==> config.mk <==
export PLATFORM = sky130hd
export DESIGN_NAME = resp_reply_stream_parser_flat
export DESIGN_NICKNAME = d
export VERILOG_FILES = /design/src/rtl/rrsp_pkg.sv /design/src/rtl/rrsp_byte_if.sv /design/src/rtl/rrsp_event_if.sv /design/src/rtl/rrsp_front.sv /design/src/rtl/rrsp_back.sv /design/src/rtl/resp_reply_stream_parser.sv /design/src/flat_wrapper.sv
export SDC_FILE = /design/constraint.sdc
export NUM_CORES = 1
export LEC_CHECK = 0
export BUFFER_PORTS_ARGS = -buffer_cell sky130_fd_sc_hd__buf_2
export CAP_MARGIN = 30
export CELL_PAD_IN_SITES_DETAIL_PLACEMENT = 0
export CELL_PAD_IN_SITES_GLOBAL_PLACEMENT = 1
export CORE_UTILIZATION = 55
export CTS_BUF_LIST = sky130_fd_sc_hd__clkbuf_4 sky130_fd_sc_hd__clkbuf_8 sky130_fd_sc_hd__clkbuf_16
export CTS_CLUSTER_SIZE = 24
export DETAILED_ROUTE_END_ITERATION = 16
export PLACE_DENSITY = 0.94
export SLEW_MARGIN = 20
export SYNTH_ARGS = -nofsm -noshare
export SYNTH_HDL_FRONTEND = slang
export SYNTH_SLANG_ARGS = --single-unit
==> constraint.sdc <==
create_clock -name i_clk -period 17.68 [get_ports i_clk]
set_clock_uncertainty 0.15 [all_clocks]
set_input_delay 0.884 -clock i_clk [delete_from_list [all_inputs] [get_ports i_clk]]
set_output_delay 0.884 -clock i_clk [all_outputs]
set_load 0.01 [all_outputs]
==> src/rtl/rrsp_pkg.sv <==
// Package for the reply stream parser: byte class record, phase and event codes.
// Used by the front and back modules and the top level.
package rrsp_pkg;

    localparam int DEPTH_W = 4;
    localparam int EV_W    = 4;

    // Event codes
    localparam logic [EV_W-1:0] EV_SBYTE  = 4'd0;
    localparam logic [EV_W-1:0] EV_EBYTE  = 4'd1;
    localparam logic [EV_W-1:0] EV_BBYTE  = 4'd2;
    localparam logic [EV_W-1:0] EV_SEND   = 4'd3;
    localparam logic [EV_W-1:0] EV_EEND   = 4'd4;
    localparam logic [EV_W-1:0] EV_INT    = 4'd5;
    localparam logic [EV_W-1:0] EV_BEND   = 4'd6;
    localparam logic [EV_W-1:0] EV_NULL   = 4'd7;
    localparam logic [EV_W-1:0] EV_AOPEN  = 4'd8;
    localparam logic [EV_W-1:0] EV_AEMPTY = 4'd9;
    localparam logic [EV_W-1:0] EV_PERR   = 4'd10;

    // Protocol characters
    localparam logic [7:0] CH_CR    = 8'h0D;
    localparam logic [7:0] CH_LF    = 8'h0A;
    localparam logic [7:0] CH_MINUS = 8'h2D;
    localparam logic [7:0] CH_PLUS  = 8'h2B;
    localparam logic [7:0] CH_COLON = 8'h3A;
    localparam logic [7:0] CH_DOLLR = 8'h24;
    localparam logic [7:0] CH_STAR  = 8'h2A;

    localparam logic [63:0] MAG_POS_LIMIT = 64'h7FFF_FFFF_FFFF_FFFF;
    localparam logic [63:0] MAG_NEG_LIMIT = 64'h8000_0000_0000_0000;

    // Classified byte as held in the queue
    typedef struct packed {
        logic [7:0] data;
        logic       is_cr;
        logic       is_lf;
        logic       is_minus;
        logic       is_digit;
        logic       is_print;
        logic       is_plus;
        logic       is_colon;
        logic       is_dollar;
        logic       is_star;
    } t_item;

    typedef enum logic [13:0] {
        PH_START    = 14'b00000000000001,
        PH_SIMPLE   = 14'b00000000000010,
        PH_ERR      = 14'b00000000000100,
        PH_SIMPLE_LF= 14'b00000000001000,
        PH_ERR_LF   = 14'b00000000010000,
        PH_INT      = 14'b00000000100000,
        PH_INT_LF   = 14'b00000001000000,
        PH_BLEN     = 14'b00000010000000,
        PH_BLEN_LF  = 14'b00000100000000,
        PH_BDATA    = 14'b00001000000000,
        PH_BCR      = 14'b00010000000000,
        PH_BLF      = 14'b00100000000000,
        PH_ALEN     = 14'b01000000000000,
        PH_ALEN_LF  = 14'b10000000000000
    } t_phase;

    typedef struct packed {
        logic [EV_W-1:0]    event_res;
        logic [7:0]         data_byte;
        logic signed [63:0] number;
        logic [DEPTH_W-1:0] nest_depth;
        logic               reply_done;
    } t_event;

endpackage

==> src/rtl/rrsp_byte_if.sv <==
// Input byte channel: valid/ready handshake carrying one stream byte.
// Stand-alone; no package dependency.
interface rrsp_byte_if;
    logic       valid;
    logic       ready;
    logic [7:0] byte_in;
    modport source (output valid, output byte_in, input ready);
    modport sink   (input valid, input byte_in, output ready);
endinterface

==> src/rtl/rrsp_event_if.sv <==
// Result channel: valid/ready handshake carrying one parser event.
// Stand-alone; field widths follow the package constants.
interface rrsp_event_if;
    logic               valid;
    logic               ready;
    logic [3:0]         event_res;
    logic [7:0]         data_byte;
    logic signed [63:0] number;
    logic [3:0]         nest_depth;
    logic               reply_done;
    modport source (output valid, output event_res, output data_byte, output number,
                    output nest_depth, output reply_done, input ready);
    modport sink   (input valid, input event_res, input data_byte, input number,
                    input nest_depth, input reply_done, output ready);
endinterface

==> src/rtl/rrsp_front.sv <==
// Front end: accepts bytes, classifies them and holds them in a two-entry queue.
// Depends on rrsp_pkg.
module rrsp_front (
    input  logic          i_clk,
    input  logic          i_rst_n,
    input  logic          i_valid,
    output logic          o_ready,
    input  logic [7:0]    i_byte,
    output logic          o_q_valid,
    output rrsp_pkg::t_item o_q_item,
    input  logic          i_q_pop
);
    import rrsp_pkg::*;

    t_item      r_mem [2];
    logic       r_wp, r_rp;
    logic [1:0] r_cnt;
    t_item      cls;
    logic       push, pop;

    // Byte classification
    always_comb begin
        cls.data      = i_byte;
        cls.is_cr     = (i_byte == CH_CR);
        cls.is_lf     = (i_byte == CH_LF);
        cls.is_minus  = (i_byte == CH_MINUS);
        cls.is_digit  = (i_byte >= 8'h30) && (i_byte <= 8'h39);
        cls.is_print  = (i_byte >= 8'd32) && (i_byte <= 8'd126);
        cls.is_plus   = (i_byte == CH_PLUS);
        cls.is_colon  = (i_byte == CH_COLON);
        cls.is_dollar = (i_byte == CH_DOLLR);
        cls.is_star   = (i_byte == CH_STAR);
    end

    assign o_ready   = (r_cnt != 2'd2);
    assign push      = i_valid && o_ready;
    assign pop       = i_q_pop && o_q_valid;
    assign o_q_valid = (r_cnt != 2'd0);
    assign o_q_item  = r_mem[r_rp];

    // Queue storage
    always_ff @(posedge i_clk) begin
        if (push) begin
            r_mem[r_wp] <= cls;
        end
    end

    // Queue pointers
    always_ff @(posedge i_clk) begin
        if (!i_rst_n) begin
            r_wp  <= 1'b0;
            r_rp  <= 1'b0;
            r_cnt <= 2'd0;
        end else begin
            if (push) r_wp <= ~r_wp;
            if (pop)  r_rp <= ~r_rp;
            r_cnt <= r_cnt + {1'b0, push} - {1'b0, pop};
        end
    end
endmodule

==> src/rtl/rrsp_back.sv <==
// Back end: parse state machine, nesting stack and output register.
// Depends on rrsp_pkg.
module rrsp_back #(
    parameter int MAX_NEST   = 8,
    parameter int COUNT_BITS = 32
) (
    input  logic            i_clk,
    input  logic            i_rst_n,
    input  logic            i_q_valid,
    input  rrsp_pkg::t_item i_q_item,
    output logic            o_q_pop,
    output logic            o_valid,
    input  logic            i_ready,
    output rrsp_pkg::t_event o_event
);
    import rrsp_pkg::*;

    localparam int IDX_W = (MAX_NEST > 1) ? $clog2(MAX_NEST) : 1;

    t_phase                  r_phase, n_phase;
    logic [63:0]             r_acc, n_acc;
    logic                    r_minus, n_minus;
    logic [4:0]              r_dcnt, n_dcnt;
    logic [COUNT_BITS-1:0]   r_brem, n_brem;
    logic [DEPTH_W-1:0]      r_lvl, n_lvl;
    logic [COUNT_BITS-1:0]   r_lvl_rem [MAX_NEST];
    logic                    r_ov;
    t_event                  r_ev;

    logic                    step;
    logic                    ev_v, do_fail;
    t_event                  ev;
    logic                    lvl_we;
    logic [IDX_W-1:0]        lvl_wa;
    logic [COUNT_BITS-1:0]   lvl_wd;
    logic [MAX_NEST-1:0]     lvl_one;
    logic [DEPTH_W-1:0]      pop_lvl;
    logic [67:0]             prod;
    logic [63:0]             limit;
    logic                    num_err;
    logic [63:0]             sval;
    logic                    too_big;
    t_item                   it;

    assign step    = i_q_valid && (!r_ov || i_ready);
    assign o_q_pop = step;
    assign o_valid = r_ov;
    assign o_event = r_ev;
    assign it      = i_q_item;

    // Digit accumulate with overflow check
    always_comb begin
        prod    = {1'b0, r_acc, 3'b000} + {3'b000, r_acc, 1'b0} + {64'd0, it.data[3:0]};
        limit   = r_minus ? MAG_NEG_LIMIT : MAG_POS_LIMIT;
        num_err = it.is_cr ? (r_dcnt == 5'd0)
                : it.is_minus ? (r_minus || (r_dcnt != 5'd0))
                : it.is_digit ? (prod > {4'd0, limit})
                : 1'b1;
        sval    = r_minus ? (64'd0 - r_acc) : r_acc;
        too_big = |r_acc[63:COUNT_BITS];
    end

    // Completion pops: levels holding one left are popped from the top
    always_comb begin
        for (int i = 0; i < MAX_NEST; i++) begin
            lvl_one[i] = (r_lvl_rem[i] == COUNT_BITS'(1));
        end
        pop_lvl = r_lvl;
        for (int k = MAX_NEST - 1; k >= 0; k--) begin
            if ((pop_lvl == DEPTH_W'(k + 1)) && lvl_one[k]) begin
                pop_lvl = DEPTH_W'(k);
            end
        end
    end

    // Parse state machine
    always_comb begin
        n_phase = r_phase;
        n_acc   = r_acc;
        n_minus = r_minus;
        n_dcnt  = r_dcnt;
        n_brem  = r_brem;
        n_lvl   = r_lvl;
        ev_v    = 1'b0;
        do_fail = 1'b0;
        ev.event_res  = EV_SBYTE;
        ev.data_byte  = 8'd0;
        ev.number     = 64'sd0;
        ev.nest_depth = r_lvl;
        ev.reply_done = 1'b0;
        lvl_we  = 1'b0;
        lvl_wa  = r_lvl[IDX_W-1:0];
        lvl_wd  = r_acc[COUNT_BITS-1:0];

        case (r_phase)
            PH_START: begin
                n_acc   = 64'd0;
                n_minus = 1'b0;
                n_dcnt  = 5'd0;
                if (it.is_plus)        n_phase = PH_SIMPLE;
                else if (it.is_minus)  n_phase = PH_ERR;
                else if (it.is_colon)  n_phase = PH_INT;
                else if (it.is_dollar) n_phase = PH_BLEN;
                else if (it.is_star)   n_phase = PH_ALEN;
                else do_fail = 1'b1;
            end
            PH_SIMPLE, PH_ERR: begin
                if (it.is_cr) begin
                    n_phase = (r_phase == PH_SIMPLE) ? PH_SIMPLE_LF : PH_ERR_LF;
                end else if (it.is_print) begin
                    ev_v = 1'b1;
                    ev.event_res = (r_phase == PH_SIMPLE) ? EV_SBYTE : EV_EBYTE;
                    ev.data_byte = it.data;
                end else begin
                    do_fail = 1'b1;
                end
            end
            PH_SIMPLE_LF, PH_ERR_LF, PH_INT_LF, PH_BLF: begin
                if (!it.is_lf) begin
                    do_fail = 1'b1;
                end else begin
                    ev_v = 1'b1;
                    ev.reply_done = (pop_lvl == '0);
                    n_lvl   = pop_lvl;
                    n_phase = PH_START;
                    if (pop_lvl != '0) begin
                        lvl_we = 1'b1;
                        lvl_wa = IDX_W'(pop_lvl - 1'b1);
                        lvl_wd = r_lvl_rem[IDX_W'(pop_lvl - 1'b1)] - 1'b1;
                    end
                    case (r_phase)
                        PH_SIMPLE_LF: ev.event_res = EV_SEND;
                        PH_ERR_LF:    ev.event_res = EV_EEND;
                        PH_INT_LF: begin
                            ev.event_res = EV_INT;
                            ev.number    = sval;
                        end
                        default: begin
                            ev.event_res = EV_BEND;
                            ev.number    = r_acc;
                        end
                    endcase
                end
            end
            PH_INT, PH_BLEN, PH_ALEN: begin
                if (num_err) begin
                    do_fail = 1'b1;
                end else if (it.is_cr) begin
                    n_phase = (r_phase == PH_INT) ? PH_INT_LF
                            : (r_phase == PH_BLEN) ? PH_BLEN_LF : PH_ALEN_LF;
                end else if (it.is_minus) begin
                    n_minus = 1'b1;
                end else begin
                    n_acc = prod[63:0];
                    if (r_dcnt != 5'd31) n_dcnt = r_dcnt + 5'd1;
                end
            end
            PH_BLEN_LF: begin
                if (!it.is_lf) begin
                    do_fail = 1'b1;
                end else if (r_minus && (r_acc != 64'd0)) begin
                    if (r_acc == 64'd1) begin
                        ev_v = 1'b1;
                        ev.event_res  = EV_NULL;
                        ev.number     = sval;
                        ev.reply_done = (pop_lvl == '0);
                        n_lvl   = pop_lvl;
                        n_phase = PH_START;
                        if (pop_lvl != '0) begin
                            lvl_we = 1'b1;
                            lvl_wa = IDX_W'(pop_lvl - 1'b1);
                            lvl_wd = r_lvl_rem[IDX_W'(pop_lvl - 1'b1)] - 1'b1;
                        end
                    end else begin
                        do_fail = 1'b1;
                    end
                end else if (too_big) begin
                    do_fail = 1'b1;
                end else begin
                    n_minus = 1'b0;
                    n_brem  = r_acc[COUNT_BITS-1:0];
                    n_phase = (r_acc == 64'd0) ? PH_BCR : PH_BDATA;
                end
            end
            PH_BDATA: begin
                n_brem = r_brem - 1'b1;
                if (r_brem == COUNT_BITS'(1)) n_phase = PH_BCR;
                ev_v = 1'b1;
                ev.event_res = EV_BBYTE;
                ev.data_byte = it.data;
            end
            PH_BCR: begin
                if (it.is_cr) n_phase = PH_BLF;
                else do_fail = 1'b1;
            end
            PH_ALEN_LF: begin
                if (!it.is_lf) begin
                    do_fail = 1'b1;
                end else if ((r_acc == 64'd0) || (r_minus && (r_acc == 64'd1))) begin
                    ev_v = 1'b1;
                    ev.event_res  = EV_AEMPTY;
                    ev.number     = sval;
                    ev.reply_done = (pop_lvl == '0);
                    n_lvl   = pop_lvl;
                    n_phase = PH_START;
                    if (pop_lvl != '0) begin
                        lvl_we = 1'b1;
                        lvl_wa = IDX_W'(pop_lvl - 1'b1);
                        lvl_wd = r_lvl_rem[IDX_W'(pop_lvl - 1'b1)] - 1'b1;
                    end
                end else if (r_minus || too_big || (r_lvl >= DEPTH_W'(MAX_NEST))) begin
                    do_fail = 1'b1;
                end else begin
                    ev_v = 1'b1;
                    ev.event_res = EV_AOPEN;
                    ev.number    = r_acc;
                    lvl_we  = 1'b1;
                    n_lvl   = r_lvl + 1'b1;
                    n_phase = PH_START;
                end
            end
            default: do_fail = 1'b1;
        endcase

        // Parse error: report and return to reset state
        if (do_fail) begin
            ev_v = 1'b1;
            ev.event_res  = EV_PERR;
            ev.data_byte  = 8'd0;
            ev.number     = 64'sd0;
            ev.reply_done = 1'b0;
            n_phase = PH_START;
            n_acc   = 64'd0;
            n_minus = 1'b0;
            n_dcnt  = 5'd0;
            n_brem  = '0;
            n_lvl   = '0;
            lvl_we  = 1'b0;
        end
    end

    // Control state
    always_ff @(posedge i_clk) begin
        if (!i_rst_n) begin
            r_phase <= PH_START;
            r_acc   <= 64'd0;
            r_minus <= 1'b0;
            r_dcnt  <= 5'd0;
            r_brem  <= '0;
            r_lvl   <= '0;
            r_ov    <= 1'b0;
        end else begin
            if (step) begin
                r_phase <= n_phase;
                r_acc   <= n_acc;
                r_minus <= n_minus;
                r_dcnt  <= n_dcnt;
                r_brem  <= n_brem;
                r_lvl   <= n_lvl;
                r_ov    <= ev_v;
            end else if (i_ready) begin
                r_ov <= 1'b0;
            end
        end
    end

    // Nesting stack and output payload
    always_ff @(posedge i_clk) begin
        if (step && lvl_we) begin
            r_lvl_rem[lvl_wa] <= lvl_wd;
        end
        if (step && ev_v) begin
            r_ev <= ev;
        end
    end
endmodule

==> src/rtl/resp_reply_stream_parser.sv <==
// Reply stream parser, top level.
// The byte channel (i_byte_if) takes one stream byte per transaction; the
// event channel (o_evt_if) gives at most one event per byte: content bytes,
// completions with their integer, length or count, array opens, and parse
// errors, each with the nesting depth and a flag for a finished top reply.
// Throughput: one byte per cycle while events are taken. Bytes pass a
// two-entry queue in the front end; the back end parses one byte per
// cycle into a registered output, so the event for a byte is offered
// from that output register once the byte has left the queue. A byte
// that yields no event still takes a step of the back end. When the
// receiver stalls, the held event waits, the back end stops and the
// queue fills; input ready drops once both entries are taken.
// Reset (synchronous, active low) empties the queue and the output and
// returns the parser to awaiting a type byte with no open array.
// Depends on rrsp_pkg, rrsp_byte_if, rrsp_event_if, rrsp_front, rrsp_back.
module resp_reply_stream_parser #(
    parameter int MAX_NEST   = 8,
    parameter int COUNT_BITS = 32
) (
    input  logic         i_clk,
    input  logic         i_rst_n,
    rrsp_byte_if.sink    i_byte_if,
    rrsp_event_if.source o_evt_if
);
    import rrsp_pkg::*;

    logic   q_valid, q_pop;
    t_item  q_item;
    t_event evt;

    rrsp_front u_front (
        .i_clk     (i_clk),
        .i_rst_n   (i_rst_n),
        .i_valid   (i_byte_if.valid),
        .o_ready   (i_byte_if.ready),
        .i_byte    (i_byte_if.byte_in),
        .o_q_valid (q_valid),
        .o_q_item  (q_item),
        .i_q_pop   (q_pop)
    );

    rrsp_back #(
        .MAX_NEST   (MAX_NEST),
        .COUNT_BITS (COUNT_BITS)
    ) u_back (
        .i_clk     (i_clk),
        .i_rst_n   (i_rst_n),
        .i_q_valid (q_valid),
        .i_q_item  (q_item),
        .o_q_pop   (q_pop),
        .o_valid   (o_evt_if.valid),
        .i_ready   (o_evt_if.ready),
        .o_event   (evt)
    );

    assign o_evt_if.event_res  = evt.event_res;
    assign o_evt_if.data_byte  = evt.data_byte;
    assign o_evt_if.number     = evt.number;
    assign o_evt_if.nest_depth = evt.nest_depth;
    assign o_evt_if.reply_done = evt.reply_done;
endmodule

==> src/flat_wrapper.sv <==
// flat-port wrapper written by rule: the top's interface ports become plain ports
module resp_reply_stream_parser_flat import rrsp_pkg::*;
#(
    parameter int MAX_NEST   = 8,
    parameter int COUNT_BITS = 32
)
  (i_clk, i_rst_n, i_byte_if_valid, i_byte_if_byte_in, i_byte_if_ready, o_evt_if_valid, o_evt_if_event_res, o_evt_if_data_byte, o_evt_if_number, o_evt_if_nest_depth, o_evt_if_reply_done, o_evt_if_ready);
  rrsp_byte_if i_byte_if_i ();
  rrsp_event_if o_evt_if_i ();
  input  logic i_clk;
  input  logic i_rst_n;
  input wire logic [$bits(i_byte_if_i.valid)-1:0] i_byte_if_valid;
  input wire logic [$bits(i_byte_if_i.byte_in)-1:0] i_byte_if_byte_in;
  output wire logic [$bits(i_byte_if_i.ready)-1:0] i_byte_if_ready;
  output wire logic [$bits(o_evt_if_i.valid)-1:0] o_evt_if_valid;
  output wire logic [$bits(o_evt_if_i.event_res)-1:0] o_evt_if_event_res;
  output wire logic [$bits(o_evt_if_i.data_byte)-1:0] o_evt_if_data_byte;
  output wire logic [$bits(o_evt_if_i.number)-1:0] o_evt_if_number;
  output wire logic [$bits(o_evt_if_i.nest_depth)-1:0] o_evt_if_nest_depth;
  output wire logic [$bits(o_evt_if_i.reply_done)-1:0] o_evt_if_reply_done;
  input wire logic [$bits(o_evt_if_i.ready)-1:0] o_evt_if_ready;
  assign i_byte_if_i.valid = i_byte_if_valid;
  assign i_byte_if_i.byte_in = i_byte_if_byte_in;
  assign i_byte_if_ready = i_byte_if_i.ready;
  assign o_evt_if_valid = o_evt_if_i.valid;
  assign o_evt_if_event_res = o_evt_if_i.event_res;
  assign o_evt_if_data_byte = o_evt_if_i.data_byte;
  assign o_evt_if_number = o_evt_if_i.number;
  assign o_evt_if_nest_depth = o_evt_if_i.nest_depth;
  assign o_evt_if_reply_done = o_evt_if_i.reply_done;
  assign o_evt_if_i.ready = o_evt_if_ready;
  resp_reply_stream_parser #(.MAX_NEST(MAX_NEST), .COUNT_BITS(COUNT_BITS)) u_core (.i_clk(i_clk), .i_rst_n(i_rst_n), .i_byte_if(i_byte_if_i), .o_evt_if(o_evt_if_i));
endmodule
-- Word-level counts from Yosys, hierarchy flattened
Memories as Yosys holds them, arrays and structs flattened. A register that Yosys moved wholly into a read port is not among the register bits.
Index checks and enable logic that the tools add are counted.
- add/sub/neg operators: 10
- magnitude comparators: 6
- eq/ne operators: 61
- mux-type cells: 161
- bitwise operators: 2
- reductions and logical operators: 47
- operator list (cell ; count):
    64-bit 2-to-1 mux ; 13
    32-bit 2-to-1 mux ; 11
    14-bit 2-to-1 mux ; 21
    32-bit by 1-bit == test with 1-bit output, second input constant ; 9
    64-bit one-hot mux with 2 select lines ; 2
    64-bit one-hot mux with 3 select lines ; 1
    14-bit one-hot mux with 8 select lines ; 1
    32-bit one-hot mux with 3 select lines ; 1
    4-bit 2-to-1 mux ; 20
    67-bit by 65-bit adder with 68-bit output ; 1
    68-bit by 4-bit adder with 68-bit output ; 1
    68-bit by 64-bit > comparator with 1-bit output ; 1
    64-bit by 1-bit == test with 1-bit output, second input constant ; 1
    64-bit logical NOT ; 1
    32-bit one-hot mux with 2 select lines ; 1
    64-bit nonzero test ; 1
    1-bit by 64-bit subtractor with 64-bit output, first input constant ; 1
    32-bit by 1-bit subtractor with 32-bit output, second input constant ; 2
    1-bit 2-to-1 mux ; 60
    3-bit inequality test, second input constant ; 16
    8-bit by 6-bit == test with 1-bit output, second input constant ; 5
    32-bit OR reduction ; 1
    3-bit 2-to-1 mux ; 10
    5-bit 2-to-1 mux ; 6
    61 further kinds ; 100
- register bits after elaboration: 206
- RAM bits: 290
- bits of input ports: 12
- output and inout port bits: 83
- logic and storage cells: 304
- memories: 2
- memories (name ; depth ; bits a word ; rd ports ; clocked after memory_dff ; write ports ; line ; source):
    u_core.u_back.r_lvl_rem ; 8 ; 32 ; 9 ; 0 ; 1 ; rrsp_back.sv:26 ; logic [COUNT_BITS-1:0] r_lvl_rem [MAX_NEST];
    u_core.u_front.r_mem ; 2 ; 17 ; 1 ; 1 ; 1 ; rrsp_front.sv:15 ; t_item r_mem [2];

-- Depth between registers and ports, before layout
Gate-level depths: netlist (run 1).
An unclocked memory read counts as a cell.
- depth after elaboration: 35
- mapped depth: 35
- gate-level depth less buffers: 31

-- Hierarchy
From an unflattened synthesis (run 1), not the netlist that was laid out.
- cells, all modules: 3030
- area total of the unflattened synthesis: 30698.2 um^2
- by module, submodules not included (module ; times used ; cells an instance ; area an instance (um^2) ; sequential area each (um^2)):
    rrsp_back ; 1 ; 2931 ; 29021.6 ; 12542.0
    rrsp_front ; 1 ; 99 ; 1676.6 ; 1121.1

-- Worst setup path after synthesis (run 1)
Ideal clock, no wire load.
- path type: flip-flop to flip-flop
- start point: register (tool-made name)
- end point: register u_core.u_back.r_ev, in the netlist u_core.u_back.o_event[0] (enable)
- setup time: 0.571 ns
- arrival: 10.439 ns
- required time: 16.959 ns
- slack: 6.521 ns
- cell stages (with the launch flop): 31
- buffers on the path: 3
- period minus slack after synthesis: 11.159 ns
- path through: dfxtp_1 > buf_1 > buf_1 > mux2_2 > fa_1 > inv_1 > fa_1 > nor2b_1 > o21a_1 > o21ai_0 > a31oi_1 > a31o_2 > a221o_1 > or3b_2 > a21o_1 > a21boi_0 > a21bo_2 > a21boi_0 > xnor2_1 > ha_1 > and4_1 > nor3b_1 > nand4_1 > nand2_1 > a21oi_1 > o21ai_0 > o2111ai_1 > a211oi_2 > a21o_1 > buf_2 > a31oi_1
- RTL lines (element ; line ; source):
    to (signal assigned) ; rrsp_back.sv:273 ; r_ev <= ev;
    to (decl) ; rrsp_back.sv:28 ; t_event r_ev;

==> results.py, run 1 <==
metrics = {
    "yosys": {
        "syn-cell-area_um2": 31000,
        "synth_seq_cells": 497,
        "synthTopCellsByCount": "371 x edfxtp_1, 252 x a21oi_1, 239 x nand2_1",
        "synthCells": 3055,
        "synth_most_common_cell": "edfxtp_1",
        "ys_seq_area_share_pct": 44.1,
        "synth_edf_count": 371,
        "synthArstFlopShare_pct": 0,
        "yosys.area.top_type": "edfxtp_1",
        "synth_ff_type": "edfxtp_1",
        "ys_types": 99,
        "synth.net_count": 3273,
        "syn_avg_cell_area_um2": 10.1,
        "synth_warnings": 0,
        "netlist.area_leader.share_pct": 36.0,
        "synth_area_leaders": "edfxtp_1 36%, ha_1 8.2%, dfxtp_1 8.1%",
    },
    "hold_path": {
        "hold_class": "reg -> reg",
    },
    "die": {
        "die-width_um": 239,
        "initial_core_util_pct": 56.0,
        "core_area_um2": 55300,
        "placementRows": 86,
        "dieHeight_um": 239,
        "die-area_um2": 57200,
        "ios": 95,
    },
    "worst_setup_path": {
        "worstPathRequired_ns": 18.05,
        "path_class": "reg -> reg",
        "r2r_end": "u_core.u_back.o_valid$_SDFFE_PN0P_",
        "crit_path_end": "u_core.u_back.o_valid$_SDFFE_PN0P_",
        "cpMaxStageDelayCell": "dfxtp_1",
        "critPathArrivalTime_ns": 9.42,
        "critPathMaxFanout": 60,
        "rr_worst_depth": 29,
        "reg2reg_slack_ns": 8.63,
        "cp_slowest_stage_delay_ns": 0.56,
        "crit_path_end_kind": "flop",
        "path_common_cell": "a21oi_1",
        "critPathLaunchType": "flop",
    },
    "sta": {
        "slew_headroom_pct": 31.0,
        "setup_viol": 0,
        "slew_viol_final": 0,
        "worst_slew_pin_slew_ns": 1.04,
        "min_period_ns": 9.05,
        "tns_ns": 0,
        "hold_violations": 0,
        "fin_ws_ns": 8.63,
        "fin_crit_sh_pct": 51.2,
        "fmax_mhz": 110,
        "grt_setup_unrepaired": "false",
    },
    "finish": {
        "design_area_um2": 34000,
        "nNetsFinal": 3301,
        "syn_to_final_growth_pct": 9.99,
        "drive_above_1_share_pct": 13.3,
        "seqCellArea_um2": 13700,
        "fill_cells": 4465,
        "multiInputGateArea_um2": 16400,
    },
    "clock_network": {
        "cts_made_buffers": 54,
        "htreeDepth": 2,
        "clock_sinks": 497,
        "cts_hold_buf": 0,
        "ctsLongestPathBuffers": 3,
        "clk_latency_ns": 0.63,
        "clkTransAtPathRegs_ns": 0.06,
        "cts_root_buffer": "clkbuf_16",
        "cts_resized": 0,
        "cts_tree": "built",
        "post_cts_buffers": 0,
    },
    "placed_design": {
        "hpwl_um": 71200,
        "place_congestion": 1.04,
        "dpl_worst_slack_ns": 8.39,
        "dpl_cell_area_um2": 32000,
        "placement.io_buffers": 94,
    },
    "drt": {
        "avgRoutedWirePerCell_um": 26.1,
        "drtIter0Drc": 3531,
        "avgViaCountPerCell": 6.92,
        "finalWirelength_um": 101000,
        "drc": 0,
        "final_antenna_net_count": 0,
        "drt_pass1_iterations": 6,
        "route.vias.total": 26850,
    },
    "status": {
        "status": "finished, final reports clean",
    },
    "global_route": {
        "grt_use_total_pct": 35.0,
        "busiest_layer": "met2",
        "overflow": 0,
        "grt_pass1_wl_um": 152000,
        "use_met3_pct": 6.66,
        "grt_max_degree": 70,
        "grt_pass1_vias": 24579,
        "antenna_found_initial": 2,
        "grt_use_met1_pct": 50.0,
        "met2_usage_pct": 52.0,
    },
    "power_and_ir_drop": {
        "power.leakage_nw": 13.9,
        "fin_total_pwr_mw": 3.21,
        "vdd_drop_max_uv": 89.2,
        "pwr_density_cell_nw_per_um2": 94.2,
    },
    "flow_run": {
        "cap_viol_max_count": 0,
    },
}
-- logic make-up after synthesis --
family	synth area share, %
muxes	7.12
buffers and inverters	3.35
adders and majority gates	8.38
AOI/OAI and AO/OA	16.4
and+or+nand+nor	17.7
DFF	44.1
xor gates and xnor gates	2.89
-- registers in the layout, summed over array words and instances (netlist names), 2 cells and up, named ones only --
signal,cells
u_core.u_back.r_dcnt,5
u_core.u_back.r_lvl_rem,256
u_core.u_front.r_mem,34
u_core.u_back.o_event,81
u_core.u_back.r_phase,14
u_core.u_back.r_acc,64
u_core.u_back.r_brem,32
u_core.u_back.r_lvl,4
u_core.u_front.r_cnt,2
-- worst min path at each step --
| stage | start | end | slack [ns] | depth (start not counted) |
|---|---|---|---|---|
| 2_1_floorplan | u_core.u_back.r_lvl[3]$_SDFFE_PN0P_ | u_core.u_back.o_event[4]$_DFFE_PP_ | 0.27 | 0 |
| 3_3_place_gp | u_core.u_back.r_dcnt[0]$_SDFFE_PN0P_ | u_core.u_back.r_dcnt[0]$_SDFFE_PN0P_ | 0.32 | 1 |
| 3_5_place_dp | u_core.u_back.r_dcnt[0]$_SDFFE_PN0P_ | u_core.u_back.r_dcnt[0]$_SDFFE_PN0P_ | 0.34 | 1 |
| 4_1_cts | i_byte_if_byte_in[4] | u_core.u_front.r_mem[0][13]$_DFFE_PP_ | 0.33 | 1 |
| 5_1_grt | i_byte_if_byte_in[4] | u_core.u_front.r_mem[0][13]$_DFFE_PP_ | 0.36 | 1 |
| 6_report | u_core.u_back.r_dcnt[0]$_SDFFE_PN0P_ | u_core.u_back.r_dcnt[0]$_SDFFE_PN0P_ | 0.34 | 1 |
-- final cells by class --
| cell class | instances | share of cell area (%) |
|---|---|---|
| inverters | 57 | 0.628 |
| clock inverters | 35 | 1.20 |
| diodes | 1 | 0.00735 |
| well taps | 748 | 2.75 |
| clock buffers | 67 | 4.40 |
| multi-input cells | 2325 | 48.1 |
| repair buffers | 148 | 2.80 |
| flip-flops and latches | 497 | 40.1 |
-- power breakdown --
group          internal [mW]  leakage (nW)  total (mW)  switching [mW]
sequential              1.35          4.79        1.39          0.0429
combinational          0.166          8.14       0.614           0.448
clock                  0.707         0.928        1.20           0.492
total                   2.22          13.9        3.21           0.983
-- metal layers --
| layer | routed length, um | share of wire [%] |
|---|---|---|
| met1 | 41700 | 41 |
| met2 | 43600 | 43 |
| met5 | 13 | 0.013 |
| met4 | 4420 | 4.4 |
| met3 | 11500 | 11 |
-- cell usage in the layout (no fill, tap or decap), types with 44 or more instances in the layout --
cell type	count
a21o_1	87
a21oi_1	251
buf_2	94
buf_4	44
clkbuf_16	56
dfxtp_1	125
edfxtp_1	371
ha_1	204
inv_1	53
mux2i_1	125
nand2_1	238
nand3_1	169
nand4_1	60
nor2_1	178
nor3_1	79
nor4_1	88
o21ai_0	153
xnor2_1	64
-- critical path, delay by kind of cell (launching register included) --
family                     cells  cell delay, ns
xor gates and xnor gates       1            0.12
buffers and inverters          2            0.57
muxes                          1            0.42
DFF                            1            0.56
AOI/OAI and AO/OA             18            5.02
and+or+nand+nor                4            0.88
adders and majority gates      3            1.13
-- through the flow --
| step | std cells | utilization [%] | hold slack, ns |
|---|---|---|---|
| after floorplan | 3055 | - | 0.267 |
| after global placement | 3762 | 57.8 | 0.322 |
| after detailed placement | 3766 | 57.9 | 0.341 |
| after CTS | 3868 | 61.4 | 0.327 |
| after global routing | 3877 | 61.6 | 0.359 |
| final | 3878 | 61.6 | 0.345 |
Power figures use the tool's default switching activity.
==> run 2, diff against run 1 <==
--- a/config.mk
+++ b/config.mk
@@ -5,15 +5,16 @@
 export SDC_FILE = /design/constraint.sdc
 export NUM_CORES = 1
 export LEC_CHECK = 0
+export ABC_AREA = 1
 export BUFFER_PORTS_ARGS = -buffer_cell sky130_fd_sc_hd__buf_2
 export CAP_MARGIN = 30
 export CELL_PAD_IN_SITES_DETAIL_PLACEMENT = 0
 export CELL_PAD_IN_SITES_GLOBAL_PLACEMENT = 1
-export CORE_UTILIZATION = 55
+export CORE_UTILIZATION = 48
 export CTS_BUF_LIST = sky130_fd_sc_hd__clkbuf_4 sky130_fd_sc_hd__clkbuf_8 sky130_fd_sc_hd__clkbuf_16
 export CTS_CLUSTER_SIZE = 24
 export DETAILED_ROUTE_END_ITERATION = 16
-export PLACE_DENSITY = 0.94
+export PLACE_DENSITY = 0.88
 export SLEW_MARGIN = 20
 export SYNTH_ARGS = -nofsm -noshare
 export SYNTH_HDL_FRONTEND = slang
==> constraint.sdc (replaced) <==
create_clock -name i_clk -period 8.4 [get_ports i_clk]
set_clock_uncertainty 0.15 [all_clocks]
set_input_delay 0.42 -clock i_clk [delete_from_list [all_inputs] [get_ports i_clk]]
set_output_delay 0.42 -clock i_clk [all_outputs]
set_load 0.01 [all_outputs]
==> results.py, run 2 <==
metrics = {
    "global_route": {
        "grt_pass1_vias": 27462,
        "grt_max_degree": 75,
        "grt_use_total_pct": 29.2,
        "overflow": 0,
        "antenna_found_initial": 0,
        "grt_pass1_wl_um": 158000,
    },
    "power_and_ir_drop": {
        "pwr_density_cell_nw_per_um2": 219,
        "power.leakage_nw": 16.4,
        "vdd_drop_max_uv": 205,
        "power_frac_seq_pct": 39.9,
        "swShare_pct": 35.6,
        "pwr-share-clk_pct": 31.1,
        "switching_power_mw": 2.84,
        "power_frac_comb_pct": 29.0,
        "p_int_mw": 5.13,
    },
    "drt": {
        "drc": 0,
        "avgRoutedWirePerCell_um": 20.2,
        "drt_pass1_iterations": 5,
        "final_antenna_net_count": 0,
        "route.vias.total": 29333,
        "finalWirelength_um": 103000,
        "avgViaCountPerCell": 5.74,
        "drtIter0Drc": 2702,
    },
    "yosys": {
        "muxShareOfSynthArea_pct": 0.153,
        "synth_warnings": 0,
        "synth_ff_type": "edfxtp_1",
        "yosys.area_share.simple_pct": 26.4,
        "synthAdderAreaFrac_pct": 7.93,
        "syn-cell-area_um2": 32700,
        "synth_most_common_cell": "nand2_1",
        "synth_edf_count": 371,
        "synth_area_leaders": "edfxtp_1 34%, nand2_1 9.9%, ha_1 7.8%",
        "synthTopCellsByCount": "865 x nand2_1, 459 x inv_1, 435 x nor2_1",
        "syn_avg_cell_area_um2": 7.95,
        "synth_compound_area_share_pct": 11.9,
        "synth_top_family_by_area": "simple AND/OR/NAND/NOR gates",
        "netlist.area_leader.share_pct": 34.1,
        "synth.net_count": 4331,
        "synth_seq_cells": 497,
        "synthCells": 4113,
        "ys_types": 65,
        "ys_seq_area_share_pct": 41.8,
        "synthArstFlopShare_pct": 0,
        "yosys.area.top_type": "edfxtp_1",
        "synthXorXnorAreaFrac_pct": 4.02,
    },
    "clock_network": {
        "htreeDepth": 2,
        "cts_made_buffers": 54,
        "clock_sinks": 497,
        "clkTransAtPathRegs_ns": 0.06,
        "ctsLongestPathBuffers": 3,
        "cts_root_buffer": "clkbuf_16",
        "clk_latency_ns": 0.63,
        "cts_tree": "built",
    },
    "die": {
        "initial_core_util_pct": 48.6,
        "ios": 95,
        "placementRows": 95,
        "core_area_um2": 67300,
        "die-area_um2": 69200,
        "dieHeight_um": 263,
        "die-width_um": 263,
    },
    "hold_path": {
        "hold_class": "in -> reg",
        "holdPathEnd": "u_core.u_front.r_cnt[0]$_SDFF_PN0_",
        "worstHoldPathCells": 3,
        "min_from": "i_rst_n",
    },
    "worst_setup_path": {
        "critPathLaunchType": "flop",
        "path_common_cell": "nand2_1",
        "critPathArrivalTime_ns": 8.12,
        "reg2reg_slack_ns": 0.67,
        "worstPathRequired_ns": 8.79,
        "rr_worst_depth": 45,
        "cpMaxStageDelayCell": "fa_1",
        "crit_path_end_kind": "flop",
        "cp_slowest_stage_delay_ns": 0.51,
        "critPathMaxFanout": 32,
        "path_class": "reg -> reg",
        "r2r_end": "u_core.u_back.r_acc[21]$_SDFFE_PN0P_",
    },
    "sta": {
        "slew_headroom_pct": 33.6,
        "slew_viol_final": 0,
        "fin_crit_sh_pct": 92.1,
        "min_period_ns": 7.73,
        "hold_violations": 0,
        "fmax_mhz": 129,
        "setup_viol": 0,
        "worst_slew_pin_slew_ns": 0.985,
        "whs_ns": 0.159,
    },
    "placed_design": {
        "dpl_cell_area_um2": 34300,
        "hpwl_um": 75200,
        "placement.io_buffers": 94,
        "place_congestion": 0.927,
    },
    "finish": {
        "top_register": "u_core.u_back.r_lvl_rem",
        "design_area_um2": 36400,
        "largest_reg_flops": 256,
        "num_antenna_cells": 0,
        "nNetsFinal": 4409,
        "syn_to_final_growth_pct": 11.3,
        "final_core_util_pct": 54.1,
        "final_common_cell": "nand2_1",
        "final_cell_mix": "865 x nand2_1, 458 x inv_1, 423 x nor2_1, 371 x edfxtp_1, 346 x nand3_1",
        "drive_above_1_share_pct": 8.64,
    },
    "flow_run": {
        "cap_viol_max_count": 0,
    },
    "status": {
        "status": "finished, final reports clean",
    },
}
## run 2: power by group through the flow
stage / clock, mW / combinational [mW] / sequential (mW)
global route: 2.60 / 2.54 / 3.21
detailed placement: 0 / 2.21 / 3.21
finish: 2.48 / 2.31 / 3.18
global placement: 0 / 2.18 / 3.22
floorplan: 0 / 1.36 / 3.28
CTS: 2.51 / 2.22 / 3.17
## run 2: critical path, delay by kind of cell (launching register included)
family,cells,cell delay (ns)
AOI/OAI and AO/OA,9,1.87
and+or+nand+nor,28,3.14
xor gates and xnor gates,1,0.33
DFF,1,0.38
adders and majority gates,3,1.15
buffers and inverters,4,0.58
## run 2: cell families (layout without fill, tap and decap cells)
kind of cell	count (synthesis)	in the layout
and+or+nand+nor	1960	1960
AOI/OAI and AO/OA	663	663
buffers and inverters	632	755
DFF	497	497
adders and majority gates	206	206
xor gates and xnor gates	150	150
muxes	5	5
## run 2: how the worst max path moves through the flow
| stage | endpoint | slack (ns) |
|---|---|---|
| 3_5_place_dp | u_core.u_back.r_lvl_rem[1][7]$_DFFE_PP_ | 0.16 |
| 4_1_cts | u_core.u_back.r_lvl_rem[1][18]$_DFFE_PP_ | 0.11 |
| 2_1_floorplan | u_core.u_back.r_lvl_rem[6][0]$_DFFE_PP_ | 0.01 |
| 5_1_grt | u_core.u_back.r_acc[54]$_SDFFE_PN0P_ | -0.02 |
| 3_3_place_gp | u_core.u_back.r_lvl_rem[1][6]$_DFFE_PP_ | 0.33 |
| 6_report | u_core.u_back.r_acc[21]$_SDFFE_PN0P_ | 0.67 |
## run 2: what timing repair did
action / CTS / global route
hold buffers: 10 / 0
setup endpoints to repair: 0 / 459
endpoints found under the hold margin: 20 / 0
setup buffers: 0 / 1
resized for setup: 0 / 26
## run 2: layout make-up
type	instances	area, um2
clock buffer	68	1480
clock inverter	33	375
fill	6362	30900
inverter	475	1790
multi-input combinational	2984	16700
sequential	497	13700
tap	873	1090
timing repair buffer	179	1300
## run 2: per-layer routing
metal	GRT usage, %	vias up	part of all wire [%]
met5	0	-	0
met4	13.4	0	4.8
met3	4.45	219	6.9
met2	48.0	1050	46
met1	38.0	13794	42
li1	-	14270	-
## run 2: per-stage QoR
step | total power, mW | setup TNS, ns | std cells | setup WS (ns)
6_report | 7.97 | 0 | 5109 | 0.666
5_1_grt | 8.35 | -0.0540 | 5109 | -0.0182
4_1_cts | 7.90 | 0 | 5107 | 0.107
3_5_place_dp | 5.42 | 0 | 4996 | 0.162
3_3_place_gp | 5.40 | 0 | 4989 | 0.330
2_1_floorplan | 4.64 | 0 | 4113 | 0.0144
